## src/rtl/slcan_pkg.sv

```systemverilog
// Shared types, character constants and helper functions for the SLCAN frame encoder.
// No dependencies; every other file in rtl/ refers to this package by scoped names.
package slcan_pkg;

    // Item kinds on the input side
    localparam logic MODE_HEADER = 1'b0;
    localparam logic MODE_DATA   = 1'b1;

    // Classic frame kinds
    localparam logic [1:0] FRAME_KIND_DATA   = 2'd0;
    localparam logic [1:0] FRAME_KIND_REMOTE = 2'd1;
    localparam logic [1:0] FRAME_KIND_OTHER  = 2'd2;

    // ASCII characters used on the SLCAN line
    localparam logic [7:0] CHAR_T_DATA   = 8'h74;  // 't'
    localparam logic [7:0] CHAR_R_REMOTE = 8'h72;  // 'r'
    localparam logic [7:0] CHAR_U_OTHER  = 8'h75;  // 'u'
    localparam logic [7:0] CHAR_B_FD_BRS = 8'h62;  // 'b'
    localparam logic [7:0] CHAR_D_FD     = 8'h64;  // 'd'
    localparam logic [7:0] CHAR_CASE_GAP = 8'h20;  // lower to upper case offset
    localparam logic [7:0] CHAR_CR       = 8'h0D;
    localparam logic [7:0] CHAR_ZERO     = 8'h30;
    localparam logic [7:0] CHAR_HEX_A    = 8'h41;

    // Identifier digit counts
    localparam logic [3:0] STD_ID_DIGITS = 4'd3;
    localparam logic [3:0] EXT_ID_DIGITS = 4'd8;

    // Job queue between front and back
    localparam int JOBQ_DEPTH = 2;
    localparam int JOBQ_PTR_W = (JOBQ_DEPTH > 1) ? $clog2(JOBQ_DEPTH) : 1;
    localparam int JOBQ_CNT_W = $clog2(JOBQ_DEPTH + 1);

    typedef struct packed {
        logic        ok;
        logic [3:0]  code;
    } len_code_t;

    // One unit of work for the back part: a frame header or one data byte
    typedef struct packed {
        logic        is_header;
        logic [7:0]  letter;
        logic [28:0] ident;      // already masked to 11 bits for standard ids
        logic [3:0]  num_digits; // identifier digits
        logic [3:0]  len_code;
        logic [7:0]  data_byte;
        logic [3:0]  last_idx;   // index of the final character of this job
        logic        err_flag;   // sticky length error as seen by this job
    } job_t;

    // Map a 4-bit value to an upper-case hex character
    function automatic logic [7:0] hex_char(input logic [3:0] v);
        logic [7:0] r;
        if (v < 4'hA)
            r = CHAR_ZERO + {4'h0, v};
        else
            r = CHAR_HEX_A + {4'h0, v - 4'hA};
        return r;
    endfunction

    // FD byte count to DLC code
    function automatic len_code_t fd_len_code(input logic [6:0] count);
        len_code_t r;
        r.ok   = 1'b1;
        r.code = 4'd0;
        unique case (count)
            7'd0, 7'd1, 7'd2, 7'd3, 7'd4, 7'd5, 7'd6, 7'd7, 7'd8:
                r.code = count[3:0];
            7'd12: r.code = 4'd9;
            7'd16: r.code = 4'd10;
            7'd20: r.code = 4'd11;
            7'd24: r.code = 4'd12;
            7'd32: r.code = 4'd13;
            7'd48: r.code = 4'd14;
            7'd64: r.code = 4'd15;
            default: r.ok = 1'b0;
        endcase
        return r;
    endfunction

endpackage

```

## src/rtl/slcan_frame_text_encoder.sv

```systemverilog
// SLCAN frame text encoder, top level: front part, job queue and back part.
// The first character of an item goes through the job queue, then the output register.
// Throughput: one character per cycle while results are popped; a data byte gives 2 or 3
// characters and a header 5 to 11, emitted by the back part into the output register.
// Input transfers continue while the back part works until the two-entry job queue fills.
// Reset (rst_n low, asynchronous): frame state, sticky error, queue and output clear.
module slcan_frame_text_encoder #(
    parameter int MAX_PAYLOAD = 64
) (
    input  logic        clk,
    input  logic        rst_n,
    // input side
    input  logic        push,
    output logic        full,
    input  logic        mode,
    input  logic        is_fd,
    input  logic        bit_rate_switch,
    input  logic [1:0]  frame_kind,
    input  logic        extended_id,
    input  logic [28:0] identifier,
    input  logic [6:0]  byte_count,
    input  logic [7:0]  payload_byte,
    // result side
    output logic        empty,
    input  logic        pop,
    output logic [7:0]  char_code,
    output logic        end_of_line,
    output logic        length_error_seen
);

    // Jobs handed from front to back
    slcan_pkg::job_t front_job;
    slcan_pkg::job_t head_job;
    logic            front_job_valid;
    logic            q_empty;
    logic            q_full;
    logic            q_pop;

    // Hold off new items while the job queue is full, including items that yield
    // no characters (bad lengths, dropped or stray bytes).
    assign full = q_full;

    // Front: classify each transfer, update frame state, issue one job per
    // header or data byte that produces text.
    slcan_front #(
        .MAX_PAYLOAD (MAX_PAYLOAD)
    ) u_front (
        .clk             (clk),
        .rst_n           (rst_n),
        .push            (push),
        .q_full          (q_full),
        .mode            (mode),
        .is_fd           (is_fd),
        .bit_rate_switch (bit_rate_switch),
        .frame_kind      (frame_kind),
        .extended_id     (extended_id),
        .identifier      (identifier),
        .byte_count      (byte_count),
        .payload_byte    (payload_byte),
        .job_valid       (front_job_valid),
        .job             (front_job)
    );

    // Decouple the two sides so the front keeps taking items during long headers
    slcan_jobq u_jobq (
        .clk     (clk),
        .rst_n   (rst_n),
        .wr_en   (front_job_valid),
        .wr_job  (front_job),
        .rd_en   (q_pop),
        .rd_job  (head_job),
        .q_empty (q_empty),
        .q_full  (q_full)
    );

    // Back: walk the head job character by character; advance into the output
    // register whenever it is free or being transferred out this cycle.
    slcan_back u_back (
        .clk               (clk),
        .rst_n             (rst_n),
        .q_empty           (q_empty),
        .head_job          (head_job),
        .q_pop             (q_pop),
        .pop               (pop),
        .empty             (empty),
        .char_code         (char_code),
        .end_of_line       (end_of_line),
        .length_error_seen (length_error_seen)
    );

`ifndef SYNTH
    // The line terminator flag only ever rides on a carriage return
    a_eol_is_cr: assert property (@(posedge clk) disable iff (!rst_n)
        (!empty && end_of_line) |-> (char_code == slcan_pkg::CHAR_CR))
        else $error("end_of_line set on a character other than CR");

    // The sticky length error never drops between consecutive results
    a_err_sticky: assert property (@(posedge clk) disable iff (!rst_n)
        (!empty && pop) ##1 !empty |-> (length_error_seen || !$past(length_error_seen)))
        else $error("length_error_seen cleared between results");

    // Never pop the job queue while it is empty
    a_pop_on_last: assert property (@(posedge clk) disable iff (!rst_n)
        q_pop |-> !q_empty)
        else $error("job queue popped while empty");
`endif

endmodule

```

## src/rtl/slcan_front.sv

```systemverilog
// Front part of the SLCAN encoder: accepts input items, checks lengths, tracks frame state
// and issues jobs to the queue. Depends on slcan_pkg.
module slcan_front #(
    parameter int MAX_PAYLOAD = 64
) (
    input  logic              clk,
    input  logic              rst_n,
    input  logic              push,
    input  logic              q_full,
    input  logic              mode,
    input  logic              is_fd,
    input  logic              bit_rate_switch,
    input  logic [1:0]        frame_kind,
    input  logic              extended_id,
    input  logic [28:0]       identifier,
    input  logic [6:0]        byte_count,
    input  logic [7:0]        payload_byte,
    output logic              job_valid,
    output slcan_pkg::job_t   job
);

    logic [6:0] bytes_remaining_reg, bytes_remaining_next;
    logic       discarding_reg, discarding_next;
    logic       length_error_reg, length_error_next;

    logic                  accept;
    slcan_pkg::len_code_t  lc;
    logic [7:0]            letter_base;
    logic [6:0]            remaining_dec;

    assign accept        = push && !q_full;
    assign remaining_dec = bytes_remaining_reg - 7'd1;

    always_comb
    begin
        if (is_fd) begin
            lc = slcan_pkg::fd_len_code(byte_count);
        end else begin
            lc.ok   = (byte_count <= 7'd8);
            lc.code = byte_count[3:0];
        end
        if (byte_count > 7'(MAX_PAYLOAD))
            lc.ok = 1'b0;
    end

    always_comb
    begin
        if (is_fd) begin
            letter_base = bit_rate_switch ? slcan_pkg::CHAR_B_FD_BRS : slcan_pkg::CHAR_D_FD;
        end else begin
            unique case (frame_kind)
                slcan_pkg::FRAME_KIND_DATA:   letter_base = slcan_pkg::CHAR_T_DATA;
                slcan_pkg::FRAME_KIND_REMOTE: letter_base = slcan_pkg::CHAR_R_REMOTE;
                default:                      letter_base = slcan_pkg::CHAR_U_OTHER;
            endcase
        end
    end

    always_comb
    begin
        bytes_remaining_next = bytes_remaining_reg;
        discarding_next      = discarding_reg;
        length_error_next    = length_error_reg;
        job_valid            = 1'b0;

        job.is_header  = (mode == slcan_pkg::MODE_HEADER);
        job.letter     = extended_id ? (letter_base - slcan_pkg::CHAR_CASE_GAP) : letter_base;
        job.ident      = extended_id ? identifier : {18'd0, identifier[10:0]};
        job.num_digits = extended_id ? slcan_pkg::EXT_ID_DIGITS : slcan_pkg::STD_ID_DIGITS;
        job.len_code   = lc.code;
        job.data_byte  = payload_byte;
        job.err_flag   = length_error_reg;
        if (mode == slcan_pkg::MODE_HEADER)
            job.last_idx = job.num_digits + ((byte_count == 7'd0) ? 4'd2 : 4'd1);
        else
            job.last_idx = (bytes_remaining_reg == 7'd1) ? 4'd2 : 4'd1;

        if (accept) begin
            if (mode == slcan_pkg::MODE_HEADER) begin
                bytes_remaining_next = byte_count;
                if (!lc.ok) begin
                    length_error_next = 1'b1;
                    discarding_next   = (byte_count != 7'd0);
                end else begin
                    discarding_next = 1'b0;
                    job_valid       = 1'b1;
                end
            end else if (bytes_remaining_reg != 7'd0) begin
                bytes_remaining_next = remaining_dec;
                if (discarding_reg) begin
                    if (remaining_dec == 7'd0)
                        discarding_next = 1'b0;
                end else begin
                    job_valid = 1'b1;
                end
            end
        end
    end

    always_ff @(posedge clk or negedge rst_n)
    begin
        if (!rst_n) begin
            bytes_remaining_reg <= 7'd0;
            discarding_reg      <= 1'b0;
            length_error_reg    <= 1'b0;
        end else begin
            bytes_remaining_reg <= bytes_remaining_next;
            discarding_reg      <= discarding_next;
            length_error_reg    <= length_error_next;
        end
    end

endmodule

```

## src/rtl/slcan_jobq.sv

```systemverilog
// Short job queue between the front and back parts of the SLCAN encoder.
// Depends on slcan_pkg for the job type and depth.
module slcan_jobq (
    input  logic             clk,
    input  logic             rst_n,
    input  logic             wr_en,
    input  slcan_pkg::job_t  wr_job,
    input  logic             rd_en,
    output slcan_pkg::job_t  rd_job,
    output logic             q_empty,
    output logic             q_full
);

    localparam int DEPTH = slcan_pkg::JOBQ_DEPTH;
    localparam int PTR_W = slcan_pkg::JOBQ_PTR_W;
    localparam int CNT_W = slcan_pkg::JOBQ_CNT_W;

    slcan_pkg::job_t   entry_reg [DEPTH];
    logic [PTR_W-1:0]  wr_ptr_reg, wr_ptr_next;
    logic [PTR_W-1:0]  rd_ptr_reg, rd_ptr_next;
    logic [CNT_W-1:0]  count_reg, count_next;

    assign q_empty = (count_reg == CNT_W'(0));
    assign q_full  = (count_reg == CNT_W'(DEPTH));
    assign rd_job  = entry_reg[rd_ptr_reg];

    always_comb
    begin
        wr_ptr_next = wr_ptr_reg;
        rd_ptr_next = rd_ptr_reg;
        count_next  = count_reg;
        if (wr_en)
            wr_ptr_next = (wr_ptr_reg == PTR_W'(DEPTH - 1)) ? PTR_W'(0) : wr_ptr_reg + PTR_W'(1);
        if (rd_en)
            rd_ptr_next = (rd_ptr_reg == PTR_W'(DEPTH - 1)) ? PTR_W'(0) : rd_ptr_reg + PTR_W'(1);
        if (wr_en && !rd_en)
            count_next = count_reg + CNT_W'(1);
        else if (rd_en && !wr_en)
            count_next = count_reg - CNT_W'(1);
    end

    always_ff @(posedge clk or negedge rst_n)
    begin
        if (!rst_n) begin
            wr_ptr_reg <= '0;
            rd_ptr_reg <= '0;
            count_reg  <= '0;
        end else begin
            wr_ptr_reg <= wr_ptr_next;
            rd_ptr_reg <= rd_ptr_next;
            count_reg  <= count_next;
        end
    end

    always_ff @(posedge clk)
    begin
        if (wr_en)
            entry_reg[wr_ptr_reg] <= wr_job;
    end

endmodule

```

## src/rtl/slcan_back.sv

```systemverilog
// Back part of the SLCAN encoder: expands queued jobs into characters, one per cycle,
// into a one-entry output register while it is free or popped. Depends on slcan_pkg.
module slcan_back (
    input  logic             clk,
    input  logic             rst_n,
    input  logic             q_empty,
    input  slcan_pkg::job_t  head_job,
    output logic             q_pop,
    input  logic             pop,
    output logic             empty,
    output logic [7:0]       char_code,
    output logic             end_of_line,
    output logic             length_error_seen
);

    logic [3:0] idx_reg, idx_next;
    logic       out_valid_reg, out_valid_next;
    logic [7:0] out_char_reg;
    logic       out_eol_reg;
    logic       out_err_reg;

    logic        emit;
    logic        last_char;
    logic [7:0]  ch;
    logic        ch_eol;
    logic [31:0] id_word;
    logic [2:0]  nib_sel;
    logic [3:0]  nib;

    assign emit      = !q_empty && (!out_valid_reg || pop);
    assign last_char = (idx_reg == head_job.last_idx);
    assign q_pop     = emit && last_char;

    assign id_word = {3'b000, head_job.ident};
    assign nib_sel = 3'(head_job.num_digits - idx_reg);
    assign nib     = id_word[{nib_sel, 2'b00} +: 4];

    // Pick the character at the current position of the head job
    always_comb
    begin
        ch_eol = 1'b0;
        if (head_job.is_header) begin
            if (idx_reg == 4'd0) begin
                ch = head_job.letter;
            end else if (idx_reg <= head_job.num_digits) begin
                ch = slcan_pkg::hex_char(nib);
            end else if (idx_reg == head_job.num_digits + 4'd1) begin
                ch = slcan_pkg::hex_char(head_job.len_code);
            end else begin
                ch     = slcan_pkg::CHAR_CR;
                ch_eol = 1'b1;
            end
        end else begin
            if (idx_reg == 4'd0) begin
                ch = slcan_pkg::hex_char(head_job.data_byte[7:4]);
            end else if (idx_reg == 4'd1) begin
                ch = slcan_pkg::hex_char(head_job.data_byte[3:0]);
            end else begin
                ch     = slcan_pkg::CHAR_CR;
                ch_eol = 1'b1;
            end
        end
    end

    always_comb
    begin
        idx_next       = idx_reg;
        out_valid_next = out_valid_reg;
        if (pop && out_valid_reg)
            out_valid_next = 1'b0;
        if (emit) begin
            out_valid_next = 1'b1;
            idx_next       = last_char ? 4'd0 : idx_reg + 4'd1;
        end
    end

    always_ff @(posedge clk or negedge rst_n)
    begin
        if (!rst_n) begin
            idx_reg       <= 4'd0;
            out_valid_reg <= 1'b0;
        end else begin
            idx_reg       <= idx_next;
            out_valid_reg <= out_valid_next;
        end
    end

    always_ff @(posedge clk)
    begin
        if (emit) begin
            out_char_reg <= ch;
            out_eol_reg  <= ch_eol;
            out_err_reg  <= head_job.err_flag;
        end
    end

    assign empty             = !out_valid_reg;
    assign char_code         = out_char_reg;
    assign end_of_line       = out_eol_reg;
    assign length_error_seen = out_err_reg;

endmodule
```

## config.mk

```make
export PLATFORM = sky130hd
export DESIGN_NAME = slcan_frame_text_encoder
export DESIGN_NICKNAME = d
export VERILOG_FILES = /design/src/rtl/slcan_pkg.sv /design/src/rtl/slcan_frame_text_encoder.sv /design/src/rtl/slcan_front.sv /design/src/rtl/slcan_jobq.sv /design/src/rtl/slcan_back.sv
export SDC_FILE = /design/constraint.sdc
export NUM_CORES = 1
export LEC_CHECK = 0
export BUFFER_PORTS_ARGS = -buffer_cell sky130_fd_sc_hd__buf_4
export CORE_ASPECT_RATIO = 1.75
export CORE_MARGIN = 8
export CORE_UTILIZATION = 40
export DETAILED_ROUTE_END_ITERATION = 10
export GPL_ROUTABILITY_DRIVEN = 0
export GPL_TIMING_DRIVEN = 0
export PLACE_DENSITY = 0.59
export SLEW_MARGIN = 20
export SYNTH_ARGS = -nofsm -noshare
export SYNTH_HDL_FRONTEND = slang
export SYNTH_SLANG_ARGS = --single-unit
```

## constraint.sdc

```tcl
create_clock -name clk -period 16.1 [get_ports clk]
set_input_delay 3.22 -clock clk [delete_from_list [all_inputs] [get_ports clk]]
set_output_delay 3.22 -clock clk [all_outputs]
set_load 0.05 [all_outputs]
```

# == Word-level counts from Yosys, hierarchy flattened ==
# Memories as Yosys holds them, arrays and structs flattened.
# Index checks and enable logic that the tools add are counted.
# totals
reg_bits,28
ram_bits,118
input_bits,54
output_inout_bits,12
elab_cells,141
mem_count,1
# op_classes
add_sub_neg,22
magnitude_cmp,7
n_eq_ne,22
shift,1
n_mux,50
bitwise_logic,2
n_reduce_logical,25
# mem_list
memory,words,word_bits,read_ports,rd_clocked_by_memory_dff,write_ports,line_no,rtl
u_jobq.entry_reg,2,59,1,0,1,slcan_jobq.sv:18,slcan_pkg::job_t entry_reg [DEPTH];
# op_table
operator,count
two-way mux 8 bit,12
adder 7 x 4 -> 8 bit (first input constant),4
one-hot mux 4 bit (8 select lines),1
indexed part select 32 x 6 -> 4 bit,1
two-way mux 29 bit,1
adder 6 x 4 -> 7 bit (first input constant),4
== test 7 x 3 -> 1 bit (second input constant),4
two-way mux 1 bit,24
== test 7 x 5 -> 1 bit (second input constant),3
< comparator 4 bit (second input constant),4
OR reduction 16 bit,1
subtractor 4 bit (second input constant),4
== test 7 x 1 -> 1 bit (second input constant),2
== test 7 x 2 -> 1 bit (second input constant),2
== test 7 x 4 -> 1 bit (second input constant),2
== test 7 x 6 -> 1 bit (second input constant),2
zero test 7 bit,2
two-way mux 7 bit,2
nonzero test 7 bit,2
two-way mux 4 bit,3
OR reduction 9 bit,1
adder 4 x 1 -> 4 bit (second input constant),2
== test 4 bit,2
two-way mux 2 bit,4
other kinds (27),40

# == Logic depth before layout (Yosys ltp) ==
# logic_depth
ltp_word,12
mapped_depth,13
depth_no_buf,10

# == Modules after synthesis ==
# From an unflattened synthesis, not the netlist that was laid out.
# hier_totals
cells_unflattened,632
area_unflattened_um2,8023.9
# by_module_without_submodules
module,n_inst,cells_each,area_per_inst_um2,seq_area_each_um2
slcan_jobq,1,200,4747.1,3643.5
slcan_back,1,246,1954.4,425.4
slcan_front,1,186,1322.5,225.2

# == Least setup slack after synthesis ==
# No wires, ideal clock.
# synth_path
path_kind,input-to-reg
startpoint,in byte_count[2]
endpoint,"mem u_jobq.entry_reg[1][0] (netlist bit), enable pin"
setup_ps,543
arrival_ps,8048
required_time_ps,15557
setup_slack_ps,7509
cell_stages,6
path_buffers,1
path_cell_list,clkbuf_1 or3_1 nand2_1 nand2_1 a21o_1 a211oi_1
# synth_via
elab_chain_cells,10
word_cells_on_any_way,27
cone_classes,order compare: 2; eq/ne: 15; mux: 8; reduce/logical: 2
# synth_rtl
item,line_no,rtl
start: declaration,slcan_frame_text_encoder.sv:21,"input logic [6:0] byte_count,"
"== test 7 x 1 -> 1 bit, or another cell as far along",slcan_pkg.sv:66,unique case (count)
OR reduction 16 bit (no source line),-,
two-way mux 1 bit,slcan_pkg.sv:66,
two-way mux 5 bit,slcan_front.sv:36,if (is_fd) begin
two-way mux 1 bit *,slcan_front.sv:42,if (byte_count > 7'(MAX_PAYLOAD))
two-way mux 1 bit *,slcan_front.sv:81,if (!lc.ok) begin
two-way mux 1 bit *,slcan_front.sv:79,if (mode == slcan_pkg::MODE_HEADER) begin
two-way mux 1 bit *,slcan_front.sv:78,if (accept) begin
two-way mux 1 bit *,slcan_jobq.sv:57,if (wr_en)
two-way mux 1 bit (not written as such) *,slcan_jobq.sv:58,entry_reg[wr_ptr_reg] <= wr_job;
end: declaration,slcan_jobq.sv:18,
# Every way passes the cells marked *; elsewhere a longest branch is shown, timed or not.

# == Worst setup path after layout ==
# layout_path
startpoint,in byte_count[2]
endpoint,"mem u_jobq.entry_reg[1][48] (netlist bit), enable pin"
# The elaborated chain is that of the path after synthesis.

==> reports/summary.txt <==
hold buffers post-CTS: 0
Hold Path Depth: 2
Num CTS Buffers: 17
min Tclk post-route: 5620 ps
setup violators final: 0
Placed Instances: 836
slew margin rel.: 42.1%
Worst path slowest cell: a211oi_4
Post-Layout Cell Count: 868
via count: 4634
worst path required time: 16210 ps
CP top delay family: compound AO/OA/AOI/OAI gates
worst reg2reg path startpoint: u_jobq.rd_ptr_reg$_DFFE_PN0P_
Bufs and invs on worst path: 3
P_int: 929 uW
drt wl/cell: 18.0 microns
Peak Freq: 178 MHz
total wire length: 15600 microns
die footprint: 21800 sq um
I/O pin cnt: 66
vias in the first global route: 4957
TritonCTS clock tree: built
clock share of power: 22.6%
Reg2Reg Depth: 11
clock buffer depth: 2
# fillers: 1535
min-delay src: u_front.discarding_reg$_DFFE_PN0P_
Synth Flop Type: edfxtp_1
Worst Clk Skew: 10.6 ps
Sw Ratio: 39.6%
vias per cell: 5.34
Tcrit/Tclk final: 34.9%
max reg flops: 106
Synth cell types: 69
Die X: 115 microns
Clock Sinks: 133
First-pass DRT Iterations: 4
crit path DAT: 5730 ps
hold_ws: 514 ps
# DRC: 0
Leak Pwr: 3.05 nW
Final Hold Fails: 0
Post-synth EDFFs: 115
Max Cap Viol: 0
clk root buf: clkbuf_16
top post-synthesis cells by area: edfxtp_1 (50%), dfrtp_1 (6.6%), ha_1 (4.0%)
Vert. Die Dim: 189 microns
Startpoint Class: input port
status: finished, final reports clean
Gate power share: 46.0%
total setup buffers inserted after CTS: 0
Port Buffer Count: 62
Mapped Cells: 540
row count: 63
Avg Inst Size Synth: 12.7 sq um
Ys Warns: 0
Tightest Hold Check Type: flip-flop to flip-flop
Routed Antenna Nets: 0
CP endpoint kind: flip-flop
ys async rst share: 13.5%
WS Path Type: input port to flip-flop
peak supply drop: 0.0987 mV
largest net degree at the start of global routing: 19
worst setup path startpoint: byte_count[2]
worst flop-to-flop path endpoint: u_back.char_code[2]$_DFFE_PP_
initial antenna violation count: 0
All-Layer GR Usage: 14.8%
critical-path maximum fanout: 15
P&R area growth vs syn: 20.5%
starting density of the core: 40.7%
CTS clk-pin slew, worst paths: 60 ps
crit-path cells: clkbuf_1 > nand3b_1 > a21oi_1 > o21bai_1 > a21o_1 > a21o_1 > a211oi_4 > buf_6 > buf_8
post-synthesis sequential area ratio: 56.9%
top cell type's share of synthesized area: 50.3%
post-CTS resize count: 0
Net Sw Power: 608 uW
antenna fix cells: 0
Worst path max stage delay: 770 ps
Max H-tree Level: 4
reg-to-reg slack, setup: 12190 ps
Post-Syn Area: 6870 sq um
Clk Latency, worst-skew pair: 410 ps
worst-margin pin slew: 865 ps
Detailed Place HPWL: 11700 microns
DR iter-0 viols: 243
biggest area consumer among synthesized cells: edfxtp_1
RSZ-0062 raised after global routing: false
Max Slew Vio Count: 0
Seq pwr share: 31.4%
crit-path most repeated cell: a21o_1
# nets final: 705
FF+latch count, synth: 133
global-route wire length before repair: 24900 microns
Overflow after GRT: 0
Worst Hold End: u_front.discarding_reg$_DFFE_PN0P_
syn_nets: 617
setup TNS: 0 ps
Core ar.: 16900 sq um
P per Cell Area: 186 nW/um^2
layout cells sized above 1: 21.7%
==> placed cells by master (no fill, tap or decap), types with 8 or more instances in the layout <==
cell,count
nand2b_1,13
clkbuf_1,14
buf_4,66
nor2b_1,9
nand2_1,43
clkbuf_16,17
inv_1,18
nor3_1,10
nand3_1,9
a21oi_1,19
and2_1,20
ha_1,22
xnor2_1,14
edfxtp_1,115
o21ai_0,27
mux4_2,8
nor2_1,33
dfrtp_1,18
mux2i_1,23
==> Yosys cell counts, drive strengths merged (12+ instances only) <==
library cell	n
xnor2	14
inv	19
and2	20
a21oi	19
mux4	13
buf	12
edfxtp	115
mux2i	23
dfrtp	18
o21ai	33
nand2	43
ha	22
nor2	33
nand2b	13
==> power by group through the flow <==
stage | combinational (mW) | sequential, mW | clock, mW
final | 0.707 | 0.482 | 0.348
after global routing | 0.762 | 0.490 | 0.370
after CTS | 0.709 | 0.482 | 0.356
after detailed placement | 0.707 | 0.489 | 0
after global placement | 0.679 | 0.493 | 0
after floorplan | 0.482 | 0.523 | 0
==> worst register-to-register path: cells and delay by family, from the launching register on <==
family / cells / cell delay, ps
adders and majority gates: 1 / 290
buffers and inverters: 5 / 1100
AOI/OAI and AO/OA: 2 / 540
DFF: 1 / 340
muxes: 3 / 1350
==> metrics by stage <==
stage	area (sq um)	util [%]	power (mW)	setup slack, ps
floorplan	6870	-	1.00	7510
detailed placement	7740	45.9	1.20	10030
global placement	7620	45.1	1.17	5210
CTS	8270	49.1	1.55	10460
finish	8270	49.1	1.54	10480
global route	8270	49.1	1.62	10310
==> logic make-up after synthesis <==
logic type	after synthesis	synth area share (%)
DFF	133	56.9
and+or+nand+nor	158	11.7
other	1	0.0546
AOI/OAI and AO/OA	119	12.1
xor gates and xnor gates	19	2.70
buffers and inverters	43	3.12
muxes	44	9.20
adders and majority gates	23	4.30
==> cell type report <==
type | instances | area, sq um | area share (%)
multi-input cells | 364 | 2770 | 33.5
inverters | 20 | 76.3 | 0.922
plain buffers | 23 | 138 | 1.66
repair buffers | 69 | 563 | 6.80
flip-flops and latches | 133 | 3900 | 47.2
clock inverters | 12 | 98.8 | 1.19
well taps | 227 | 284 | 3.43
clock buffers | 20 | 437 | 5.28
==> per-layer routing <==
layer	share of wire [%]	GRT usage, %	up-vias	wire, microns
met3	3.4	3.16	31	530
met2	56	27.8	109	8730
met5	0	0	-	0
met4	2.8	6.56	0	440
li1	-	-	2214	-
met1	38	15.2	2280	5930
==> worst max path at each step <==
| stage | to | slack, ps | cells past startpoint |
|---|---|---|---|
| global placement | u_jobq.entry_reg[0][23]$_DFFE_PP_ | 5210 | 7 |
| CTS | u_jobq.entry_reg[1][32]$_DFFE_PP_ | 10460 | 9 |
| finish | u_jobq.entry_reg[1][48]$_DFFE_PP_ | 10480 | 9 |
| global route | u_jobq.entry_reg[1][47]$_DFFE_PP_ | 10310 | 9 |
| detailed placement | u_jobq.entry_reg[1][32]$_DFFE_PP_ | 10030 | 9 |
| floorplan | u_jobq.entry_reg[1][0]$_DFFE_PP_ | 7510 | 6 |
No activity file was read; power rests on OpenSTA's default activity.
